File: src/rtl/bfiq_ram.sv
// ----------------------------------------------------------------------------
// bfiq_ram
// Generic single-write, single-read RAM with a registered read port.
// ----------------------------------------------------------------------------
module bfiq_ram #(
    parameter int unsigned WIDTH = 1,
    parameter int unsigned DEPTH = 64
) (
    input  logic                     i_clk,
    input  logic                     i_we,
    input  logic [$clog2(DEPTH)-1:0] i_waddr,
    input  logic [WIDTH-1:0]         i_wdata,
    input  logic [$clog2(DEPTH)-1:0] i_raddr,
    output logic [WIDTH-1:0]         o_rdata
);

    logic [WIDTH-1:0] r_mem [DEPTH];
    logic [WIDTH-1:0] r_rdata;

    always_ff @(posedge i_clk) begin
        if (i_we) begin
            r_mem[i_waddr] <= i_wdata;
        end
        r_rdata <= r_mem[i_raddr];
    end

    assign o_rdata = r_rdata;

endmodule

File: config.mk
export PLATFORM = sky130hd
export DESIGN_NAME = bfiq_ram
export DESIGN_NICKNAME = d
export VERILOG_FILES = /design/src/rtl/bfiq_ram.sv
export SDC_FILE = /design/constraint.sdc
export NUM_CORES = 1
export LEC_CHECK = 0
export BUFFER_PORTS_ARGS = -buffer_cell sky130_fd_sc_hd__buf_2
export CAP_MARGIN = 10
export CORE_ASPECT_RATIO = 0.5
export CORE_MARGIN = 2
export CORE_UTILIZATION = 45
export CTS_BUF_LIST = sky130_fd_sc_hd__clkbuf_4
export DETAILED_ROUTE_END_ITERATION = 7
export GPL_TIMING_DRIVEN = 1
export SLEW_MARGIN = 20
export SYNTH_ARGS = -nofsm -noshare
export SYNTH_HDL_FRONTEND = slang
export SYNTH_SLANG_ARGS = --single-unit
File: constraint.sdc
create_clock -name i_clk -period 3.7 [get_ports i_clk]
set_input_delay 0.185 -clock i_clk [delete_from_list [all_inputs] [get_ports i_clk]]
set_output_delay 0.185 -clock i_clk [all_outputs]
set_load 0.05 [all_outputs]
==> metrics.csv, run 1 <==
stage;metric;value;unit
run_status;status;completed;
flow_run;max-cap viol count;0;
route;WL final;5908;um
clock_network;CTS tree;done;
placed_design;pre-CTS setup slack;1.670;ns
sta;Slew HR;35.71;%
finish;share of layout cells above drive strength 1;17.94;%
sta;f_max;539.3;MHz
global_routing;largest net degree at the start of global routing;65;
die;std cell rows;20;
min_path;HP Start;i_raddr[5];
critical_path;Crit path max-delay family;multiplexers;
power_and_ir_drop;Pwr Density;410.9;nW/um^2
sta;clock skew;0.007880;ns
placed_design;Buffers on Ports;15;
die;Die Footprint;7174;um^2
finish;multi-input logic area;918.4;um^2
critical_path;Critical Path Fanout Max;1;
yosys;Yosys reg bits;65;
placed_design;Post-DP HPWL;3900;um
clock_network;Post-CTS Setup Inserts;0;
yosys;Synth Instances;204;
yosys;post-synth top area share;65.95;%
sta;Tmin final;1.854;ns
sta;setup_tns;0;ns
yosys;mux cell area share after synthesis;14.04;%
route;via count;1726;
route;First DRT Iteration DRCs;80;
clock_network;CTS H-tree depth;3;
die;chip height;60.90;um
die;Initial Util;47.34;%
yosys;Unique masters post-synth;25;
critical_path;slowest stage delay, CP;0.52;ns
sta;Final Hold Vio Count;0;
sta;RSZ-0062 raised after global routing;false;
power_and_ir_drop;Leak;0.9739;nW
clock_network;Clock Pin Slew Worst Setup and Hold Paths;0.10;ns
clock_network;Num CTS Buffers;9;
yosys;Synth Area in Adders;0;%
min_path;Hold Crit Class;in -> reg;
sta;setup violators final;0;
critical_path;CP Launch Type;register;
global_routing;global-route wire length before repair;9363;um
global_routing;Global Route Usage Sum;18.60;%
yosys;cell area after synthesis;2914;um^2
die;Die X-Extent;117.8;um
finish;nets;233;
clock_network;root buffer cell;clkbuf_4;
yosys;Post-Synth XOR/XNOR Area;0;%
clock_network;CTS resizes;0;
route;drt drc;0;
route;Routed Antenna Nets;0;
critical_path;R2R cell count;4;
global_routing;grt ovf;0;
min_path;WHS Path Cells;2;
critical_path;worst reg2reg path startpoint;r_mem[18];
finish;Fill cells;544;
min_path;Worst Hold Endpoint;o_rdata;
yosys;Post-Synth Simple-Gate Area;15.89;%
critical_path;Arrival @ worst endpoint;2.15;ns
yosys;post-synth top area cell;edfxtp_1;
finish;Area Growth Syn to Fin;8.115;%
sta;setup ws final;1.846;ns
sta;Max Slew Vio Count;0;
sta;Worst-Margin Slew;0.9644;ns
route;DR WL/cell;19.00;um
yosys;synth top area cells;edfxtp_1 (66%), nor2_1 (8.6%), mux4_2 (7.7%);
yosys;sequential area share after synthesis;66.64;%
yosys;Mean Syn Cell Area;14.28;um^2
critical_path;Setup CP Type;reg -> reg;
route;Via density;5.550;
critical_path;WP data required;4.00;ns
global_routing;antenna violations before repair;0;
die;Core Box Area;6156;um^2
placed_design;dpl cells;295;
sta;final worst-path cycle share;50.12;%
critical_path;critical path capture point type;register;
finish;fin cells;311;
yosys;synthesized net count;219;
power_and_ir_drop;Peak VDD IR;192.3;uV
critical_path;RR Endpoint;o_rdata;
power_and_ir_drop;Tot Pwr;1.295;mW
global_routing;vias in the first global route;1742;
critical_path;CP max-delay cell;mux4_1;
finish;Inserted Diodes;0;
yosys;Compound-Gate Fraction of Synth Area;1.589;%
yosys;yosys warns;0;
die;IO Count;16;
finish;register area;1942;um^2
critical_path;crit path cell chain;mux4_1, mux4_2, or2_0, a32o_1;
yosys;main combinational cell family by area after synthesis;simple AND/OR/NAND/NOR gates;
clock_network;CTS Buffer Depth;2;
placed_design;Final Wtd Congestion;0.7157;
clock_network;clk_lat worst skew;0.40;ns
finish;Core Util, Final;51.18;%
clock_network;hold-fix buffers at CTS;0;
clock_network;CTS sink cnt;65;
critical_path;CP bufs+invs;0;
route;DR pass1 iterations;4;
critical_path;r2r setup slk;1.85;ns
[synth_stat cells]
library cell,count
buf_6,1
or2_0,1
buf_2,1
nand4_1,3
nand3_1,9
nand3b_1,4
dfxtp_1,1
and2b_1,1
nand2_1,7
a22oi_1,2
clkbuf_1,10
nand4b_1,1
nor3_1,2
edfxtp_1,64
nand2b_1,2
mux4_1,7
a41oi_1,1
nor2_1,67
mux4_2,10
or3b_2,1
a21boi_0,1
or3_1,1
nor2b_1,5
a21oi_1,1
a32o_1,1
[sequential cells by signal (all words and copies together), names as in the netlist]
register  count
r_mem        64
o_rdata       1
[cell type report]
type,instances,area share [%]
Sequential cell,65,61.64
Multi-Input combinational cell,127,29.15
Tap cell,88,3.495
Clock buffer,11,2.621
Timing Repair Buffer,15,2.383
Clock inverter,5,0.7149
[worst register-to-register path, cell delays in order (launching register included)]
cell	delay, ns
edfxtp_1	0.39
mux4_1	0.52
mux4_2	0.45
or2_0	0.21
a32o_1	0.20
[per-stage QoR]
step,hold slack (ns),area [um^2]
floorplan,0.2839,2914
global placement,0.4758,3045
detailed placement,0.4686,3045
CTS,0.04056,3151
global route,0.04303,3151
finish,0.06667,3151
[worst max-delay path by stage]
| stage | startpoint | endpoint | slack (ns) | cells after the start |
|---|---|---|---|---|
| finish | r_mem[18] | o_rdata | 1.85 | 4 |
| global route | r_mem[7] | o_rdata | 1.77 | 4 |
| CTS | r_mem[18] | o_rdata | 1.83 | 4 |
| detailed placement | i_raddr[1] | o_rdata | 1.67 | 5 |
| global placement | i_raddr[1] | o_rdata | 1.71 | 5 |
| floorplan | r_mem[3] | o_rdata | 1.95 | 4 |
[placed cells by master (no fill, tap or decap)]
master and instances:
mux4_2 10, clkinv_2 3, a32o_1 1, or3b_2 1
or3_1 1, nand2_1 7, and2b_1 1, edfxtp_1 64
clkbuf_4 11, dfxtp_1 1, nand3_1 9, nor2b_1 5
nand3b_1 4, nand4_1 3, a21boi_0 1, a21oi_1 1
clkinv_1 2, a22oi_1 2, nand4b_1 1, or2_0 1
nand2b_1 2, a41oi_1 1, mux4_1 7, nor3_1 2
buf_2 15, nor2_1 67
[logic make-up after synthesis]
logic type             after synthesis
AO/OA/AOI/OAI                        6
AND/OR/NAND/NOR                    104
flip-flops                          65
buffers and inverters               12
multiplexers                        17
[where the power goes]
part           total, mW  internal, mW  switching, mW
Combinational     0.0984        0.0347         0.0638
Clock              0.380         0.146          0.235
Sequential         0.816         0.814        0.00193
[metal layers]
layer  track usage, %  wire length [um]  vias up
met3            6.391               587        6
met2            29.49              2777       72
li1                 -                 -      796
met4            7.745                47        0
met1            24.25              2496      852
met5                0                 0        -
Power figures use the tool's default switching activity.
==> run 2: changes to the inputs <==
==> constraint.sdc (replaced) <==
create_clock -name i_clk -period 1.9 [get_ports i_clk]
set_input_delay 0.095 -clock i_clk [delete_from_list [all_inputs] [get_ports i_clk]]
set_output_delay 0.095 -clock i_clk [all_outputs]
set_load 0.05 [all_outputs]
==> run 2 against run 1 <==
  * Register-to-register slack lost 1.8 ns
  * Utilization up 0.91 points
  * Combinational power up 120%
  * Non-clock buffer count increased by 8
  * Global-route usage decreased by 0.11 points
  * Setup slack got worse by 1.8 ns
==> metrics.csv, run 2 (synthesis gave the netlist of run 1 again) <==
stage;metric;value;unit;change
critical_path;r2r setup slk;0.03;ns;-1.82 ns
sta;Slew HR;62.83;%;+27 points
route;DR WL/cell;18.86;um;-0.69%
sta;Worst-Margin Slew;0.5576;ns;-0.4068 ns
finish;multi-input logic area;910.9;um^2;-0.82%
placed_design;Final Wtd Congestion;0.7825;;+9.3%
finish;Fill cells;529;;-2.8%
critical_path;crit-path most repeated cell;mux4_2;;
sta;final worst-path cycle share;98.52;%;+48 points
finish;fin cells;318;;+2.3%
critical_path;Critical Path Fanout Max;1;;unchanged
route;top sig layer;met4;;
finish;most common cell after layout, fill and taps aside;nor2_1;;
finish;share of layout cells above drive strength 1;20.43;%;+2.5 points
route;Via density;5.597;;+0.86%
global_routing;Global Route Usage Sum;18.49;%;-0.11 points
finish;Area Growth Syn to Fin;10.05;%;
route;Routed Antenna Nets;0;;unchanged
sta;f_max;534.2;MHz;-0.93%
finish;register area;1942;um^2;unchanged
critical_path;worst reg2reg path startpoint;r_mem[7];;
power_and_ir_drop;Peak VDD IR;321.5;uV;+67%
global_routing;largest net degree at the start of global routing;65;;unchanged
route;First DRT Iteration DRCs;161;;+100%
route;via count;1780;;+3.1%
clock_network;Post-CTS Setup Inserts;0;;unchanged
die;Initial Util;47.34;%;unchanged
finish;Inserted Diodes;0;;unchanged
power_and_ir_drop;Leak;1.000;nW;+2.7%
critical_path;Setup CP Type;reg -> reg;;
sta;RSZ-0062 raised after global routing;true;;
sta;setup_tns;0;ns;unchanged
critical_path;R2R cell count;4;;unchanged
die;IO Count;16;;unchanged
die;Die Footprint;7174;um^2;unchanged
critical_path;RR Endpoint;o_rdata;;
power_and_ir_drop;Tot Pwr;2.493;mW;+93%
run_status;status;completed;;
min_path;WHS Path Cells;2;;unchanged
sta;Final Hold Vio Count;0;;unchanged
finish;most frequent cells in the layout;nor2_1 (67), edfxtp_1 (64), buf_2 (15), mux4_2 (12);;
route;met3 WL;367;um;-37%
route;drt drc;0;;unchanged
die;chip height;60.90;um;unchanged
placed_design;Post-DP HPWL;3946;um;+1.2%
critical_path;slowest stage delay, CP;0.49;ns;-0.03 ns
min_path;Worst Hold Endpoint;r_mem[32];;
sta;Tmin final;1.872;ns;+0.01742 ns
clock_network;CTS sink cnt;65;;unchanged
die;std cell rows;20;;unchanged
route;WL final;5999;um;+1.5%
global_routing;global-route wire length before repair;9142;um;-2.4%
die;Core Box Area;6156;um^2;unchanged
sta;setup violators final;0;;unchanged
clock_network;clk_lat worst skew;0.39;ns;about the same
critical_path;CP Launch Type;register;;
die;Die X-Extent;117.8;um;unchanged
route;DR WL met2;2616;um;-5.8%
global_routing;grt ovf;0;;unchanged
critical_path;WP data required;2.18;ns;-1.82 ns
sta;Max Slew Vio Count;0;;unchanged
route;WL met1;2904;um;+16%
flow_run;max-cap viol count;0;;unchanged
power_and_ir_drop;Pwr Density;777.3;nW/um^2;+89%
clock_network;CTS H-tree depth;3;;unchanged
min_path;HP Start;i_waddr[0];;
finish;nets;241;;+3.4%
critical_path;CP max-delay cell;mux4_2;;
clock_network;CTS Buffer Depth;2;;unchanged
clock_network;Num CTS Buffers;9;;unchanged
placed_design;Buffers on Ports;15;;unchanged
global_routing;antenna violations before repair;0;;unchanged
critical_path;critical path capture point type;register;;
critical_path;crit path cell chain;mux4_2, mux4_2, or2_0, a32o_1;;
route;DR pass1 iterations;4;;unchanged
clock_network;Clock Pin Slew Worst Setup and Hold Paths;0.09;ns;about the same
global_routing;vias in the first global route;1719;;-1.3%
min_path;Hold Crit Class;in -> reg;;
clock_network;root buffer cell;clkbuf_4;;
sta;clock skew;0.01210;ns;+0.004225 ns
placed_design;dpl cells;302;;+2.4%
finish;max reg flops;64;;unchanged
finish;Biggest register;r_mem;;
critical_path;Arrival @ worst endpoint;2.16;ns;about the same
clock_network;CTS tree;done;;
==> run 2: changes by cell type in the layout (fill, tap and decap cells not counted), sizes merged <==
cell,change
buf,+7
clkbuf,-2
clkinv,+1
dlygate4sd3,+1
==> run 2: cell type report <==
type / count / share of cell area, %
clock buffer: 9 / 2.107
clock inverter: 6 / 0.8194
multi-input combinational: 127 / 28.40
sequential: 65 / 60.55
tap: 88 / 3.433
timing repair buffer: 23 / 4.682
==> run 2: power by group <==
| group | total [mW] | internal [mW] | switching [mW] |
|---|---|---|---|
| clock network | 0.692 | 0.242 | 0.450 |
| logic | 0.213 | 0.0813 | 0.131 |
| registers | 1.59 | 1.58 | 0.00364 |
| total | 2.49 | 1.91 | 0.585 |
==> run 2: worst max-delay path by stage <==
stage                   start       to  slack [ns]  cells past startpoint
floorplan            r_mem[3]  o_rdata        0.15                      4
global placement    r_mem[16]  o_rdata        0.09                      4
detailed placement   r_mem[3]  o_rdata        0.03                      4
CTS                  r_mem[3]  o_rdata       0.006                      4
global route        r_mem[23]  o_rdata       -0.02                      4
finish               r_mem[7]  o_rdata        0.03                      4
==> run 2: layer usage <==
metal	track usage, %	vias up
met4	7.573	0
met5	0	-
met1	25.56	908
met2	28.24	50
li1	-	814
met3	5.451	8
==> run 2: worst max-delay path, delay by kind of cell (launching register included) <==
kind	cells	cell delay [ns]
flops	1	0.41
simple gates	1	0.21
compound gates	1	0.20
mux	2	0.95
==> run 2: repair_timing <==
action	in CTS	in global routing
endpoints found under the hold margin	1	0
gates resized for setup	0	2
endpoints found under the setup margin	0	1
hold buffers	1	0
==> run 2: stage by stage <==
step           cell area, um^2  hold slack [ns]  util (%)  setup WS, ns
2_1_floorplan             2914           0.1939         -        0.1458
3_3_place_gp              3110           0.3908     50.53       0.08669
3_5_place_dp              3110           0.3924     50.53       0.02514
4_1_cts                   3214           0.1013     52.22      0.005957
5_1_grt                   3207           0.1202     52.09      -0.01872
6_report                  3207           0.1192     52.09       0.02821
==> run 3: changes to the inputs <==
==> constraint.sdc (replaced) <==
create_clock -name i_clk -period 1.7 [get_ports i_clk]
set_input_delay 0.085 -clock i_clk [delete_from_list [all_inputs] [get_ports i_clk]]
set_output_delay 0.085 -clock i_clk [all_outputs]
set_load 0.05 [all_outputs]
==> run 3 against run 2 <==
  * The flow now finishes with violations (negative setup slack)
  * Largest cell class unchanged
  * Highest routed layer unchanged
  * Maximum frequency fell by 1.3%
  * Utilization rose by 0.45 points
  * Sequential cell count stayed put
  * Largest power group unchanged
  * First-iteration DRC count shrank 22%
  * Critical path depth did not move
  * Sequential power up 11%
  * Wire length down 1.4%
  * Sequential share of layout area decreased by 0.52 points
  * Setup slack worse by 0.22 ns
==> metrics.csv, run 3 (synthesis gave the netlist of run 1 again) <==
stage;metric;value;unit;change
min_path;Hold Crit Class;in -> reg;;
die;Die X-Extent;117.8;um;unchanged
clock_network;clk_lat worst skew;0.40;ns;about the same
route;drt drc;0;;unchanged
placed_design;Buffers on Ports;15;;unchanged
finish;Area Growth Syn to Fin;10.99;%;
finish;share of layout cells above drive strength 1;21.49;%;+1.1 points
sta;f_max;527.4;MHz;-1.3%
power_and_ir_drop;Peak VDD IR;463.3;uV;+44%
die;chip height;60.90;um;unchanged
finish;nets;238;;-1.2%
global_routing;largest net degree at the start of global routing;65;;unchanged
critical_path;CP Launch Type;register;;
route;Routed Antenna Nets;0;;unchanged
critical_path;Setup CP Type;reg -> reg;;
power_and_ir_drop;clock share of power;33.5;%;+5.7 points
sta;setup_tns;-0.1960;ns;-0.1960 ns
power_and_ir_drop;Gate power share;7.8;%;-0.7 points
die;Die Footprint;7174;um^2;unchanged
finish;most frequent cells in the layout;nor2_1 (67), edfxtp_1 (64), buf_2 (15), mux4_2 (13), clkbuf_4 (12);;
power_and_ir_drop;Reg power frac;58.6;%;-5.1 points
global_routing;antenna violations before repair;0;;unchanged
power_and_ir_drop;Leak;1.011;nW;+1.1%
sta;setup violators final;1;;+1
die;IO Count;16;;unchanged
clock_network;root buffer cell;clkbuf_4;;
route;WL final;5917;um;-1.4%
route;DR pass1 iterations;4;;unchanged
sta;Final Hold Vio Count;0;;unchanged
clock_network;CTS tree;done;;
clock_network;Clock Pin Slew Worst Setup and Hold Paths;0.10;ns;about the same
sta;Slew HR;67.31;%;+4.5 points
run_status;status;finished with violations;;
run_status;violated checks;negative setup slack;;
global_routing;global-route wire length before repair;9170;um;+0.31%
global_routing;Global Route Usage Sum;18.65;%;+0.16 points
sta;Tmin final;1.896;ns;+0.02417 ns
sta;Max Slew Vio Count;0;;unchanged
sta;final worst-path cycle share;111.5;%;+13 points
route;DR WL/cell;18.72;um;-0.74%
finish;Inserted Diodes;0;;unchanged
clock_network;CTS Buffer Depth;2;;unchanged
sta;clock skew;0.007418;ns;-0.004687 ns
finish;most common cell after layout, fill and taps aside;nor2_1;;
sta;setup ws final;-0.1960;ns;-0.2242 ns
die;Core Box Area;6156;um^2;unchanged
placed_design;Final Wtd Congestion;0.7664;;-2.1%
critical_path;Arrival @ worst endpoint;2.19;ns;+0.03 ns
flow_run;max-cap viol count;0;;unchanged
global_routing;grt ovf;0;;unchanged
finish;Biggest register;r_mem;;
clock_network;Num CTS Buffers;9;;unchanged
die;std cell rows;20;;unchanged
global_routing;vias in the first global route;1676;;-2.5%
clock_network;CTS sink cnt;65;;unchanged
power_and_ir_drop;Internal;2.352;mW;+23%
placed_design;Post-DP HPWL;3709;um;-6.0%
route;Via density;5.475;;-2.2%
finish;Fill cells;556;;+5.1%
power_and_ir_drop;Sw Share;22.25;%;-1.2 points
sta;Worst-Margin Slew;0.4890;ns;-0.06861 ns
sta;RSZ-0062 raised after global routing;true;;
clock_network;CTS H-tree depth;3;;unchanged
die;Initial Util;47.34;%;unchanged
power_and_ir_drop;Pwr Density;935.1;nW/um^2;+20%
power_and_ir_drop;switching pwr;0.6730;mW;+15%
critical_path;critical path capture point type;register;;
critical_path;WP data required;2.00;ns;-0.18 ns
sta;Fin Hold WS;0.06919;ns;-0.05002 ns
route;via count;1730;;-2.8%
critical_path;Critical Path Fanout Max;1;;unchanged
route;First DRT Iteration DRCs;126;;-22%
finish;max reg flops;64;;unchanged
## run 3: worst paths after layout
kind              startpoint      end  slack [ns]  depth (start not counted)
hold / removal    i_raddr[3]  o_rdata        0.07                          3
setup reg to reg   r_mem[23]  o_rdata       -0.20                          4
hold reg to reg    r_mem[60]  o_rdata        0.91                          4
setup / recovery   r_mem[23]  o_rdata       -0.20                          4
## run 3: critical path: stages, from the launching register on
cell,delay [ns]
edfxtp_1,0.38
mux4_2,0.48
mux4_2,0.50
or2_0,0.22
a32o_2,0.22
## run 3: area by class of cell
type	count	area (um^2)	share of cell area, %
Sequential cell	65	1942	60.04
Multi-Input combinational cell	127	908.4	28.09
Timing Repair Buffer	20	140.1	4.333
Tap cell	88	110.1	3.404
Clock buffer	12	90.09	2.785
Clock inverter	4	43.79	1.354
## run 3: per-stage QoR
stage	total power [mW]	instances	utilization, %	area (um^2)	setup slack [ns]
final	3.024	316	52.54	3234	-0.1960
after global routing	3.138	316	52.54	3234	-0.2456
after CTS	3.058	316	52.52	3233	-0.1769
after detailed placement	2.045	299	50.18	3089	-0.1617
after global placement	2.039	299	50.18	3089	-0.1198
after floorplan	1.950	204	-	2903	-0.03507
## run 3: repair_timing
action / in CTS / in global routing
gates resized for setup: 0 / 1
hold buffers: 1 / 0
pin swaps: 0 / 0
endpoints found under the hold margin: 1 / 0
setup endpoints to repair: 1 / 1
cloned: 0 / 0
buffers inserted: 0 / 0
## run 3: power by group through the flow
stage	Combinational, mW	Clock, mW	Sequential (mW)
2_1_floorplan	0.129	0	1.82
3_3_place_gp	0.230	0	1.81
3_5_place_dp	0.235	0	1.81
4_1_cts	0.237	1.05	1.77
5_1_grt	0.259	1.10	1.77
6_report	0.237	1.01	1.77
## run 3: per-layer routing
| metal | up-vias | global-route usage, % | part of all wire, % |
|---|---|---|---|
| li1 | 804 | - | - |
| met1 | 866 | 24.39 | 46 |
| met2 | 58 | 29.98 | 45 |
| met3 | 2 | 7.519 | 8.7 |
| met4 | 0 | 4.647 | 0.22 |
| met5 | - | 0 | 0 |
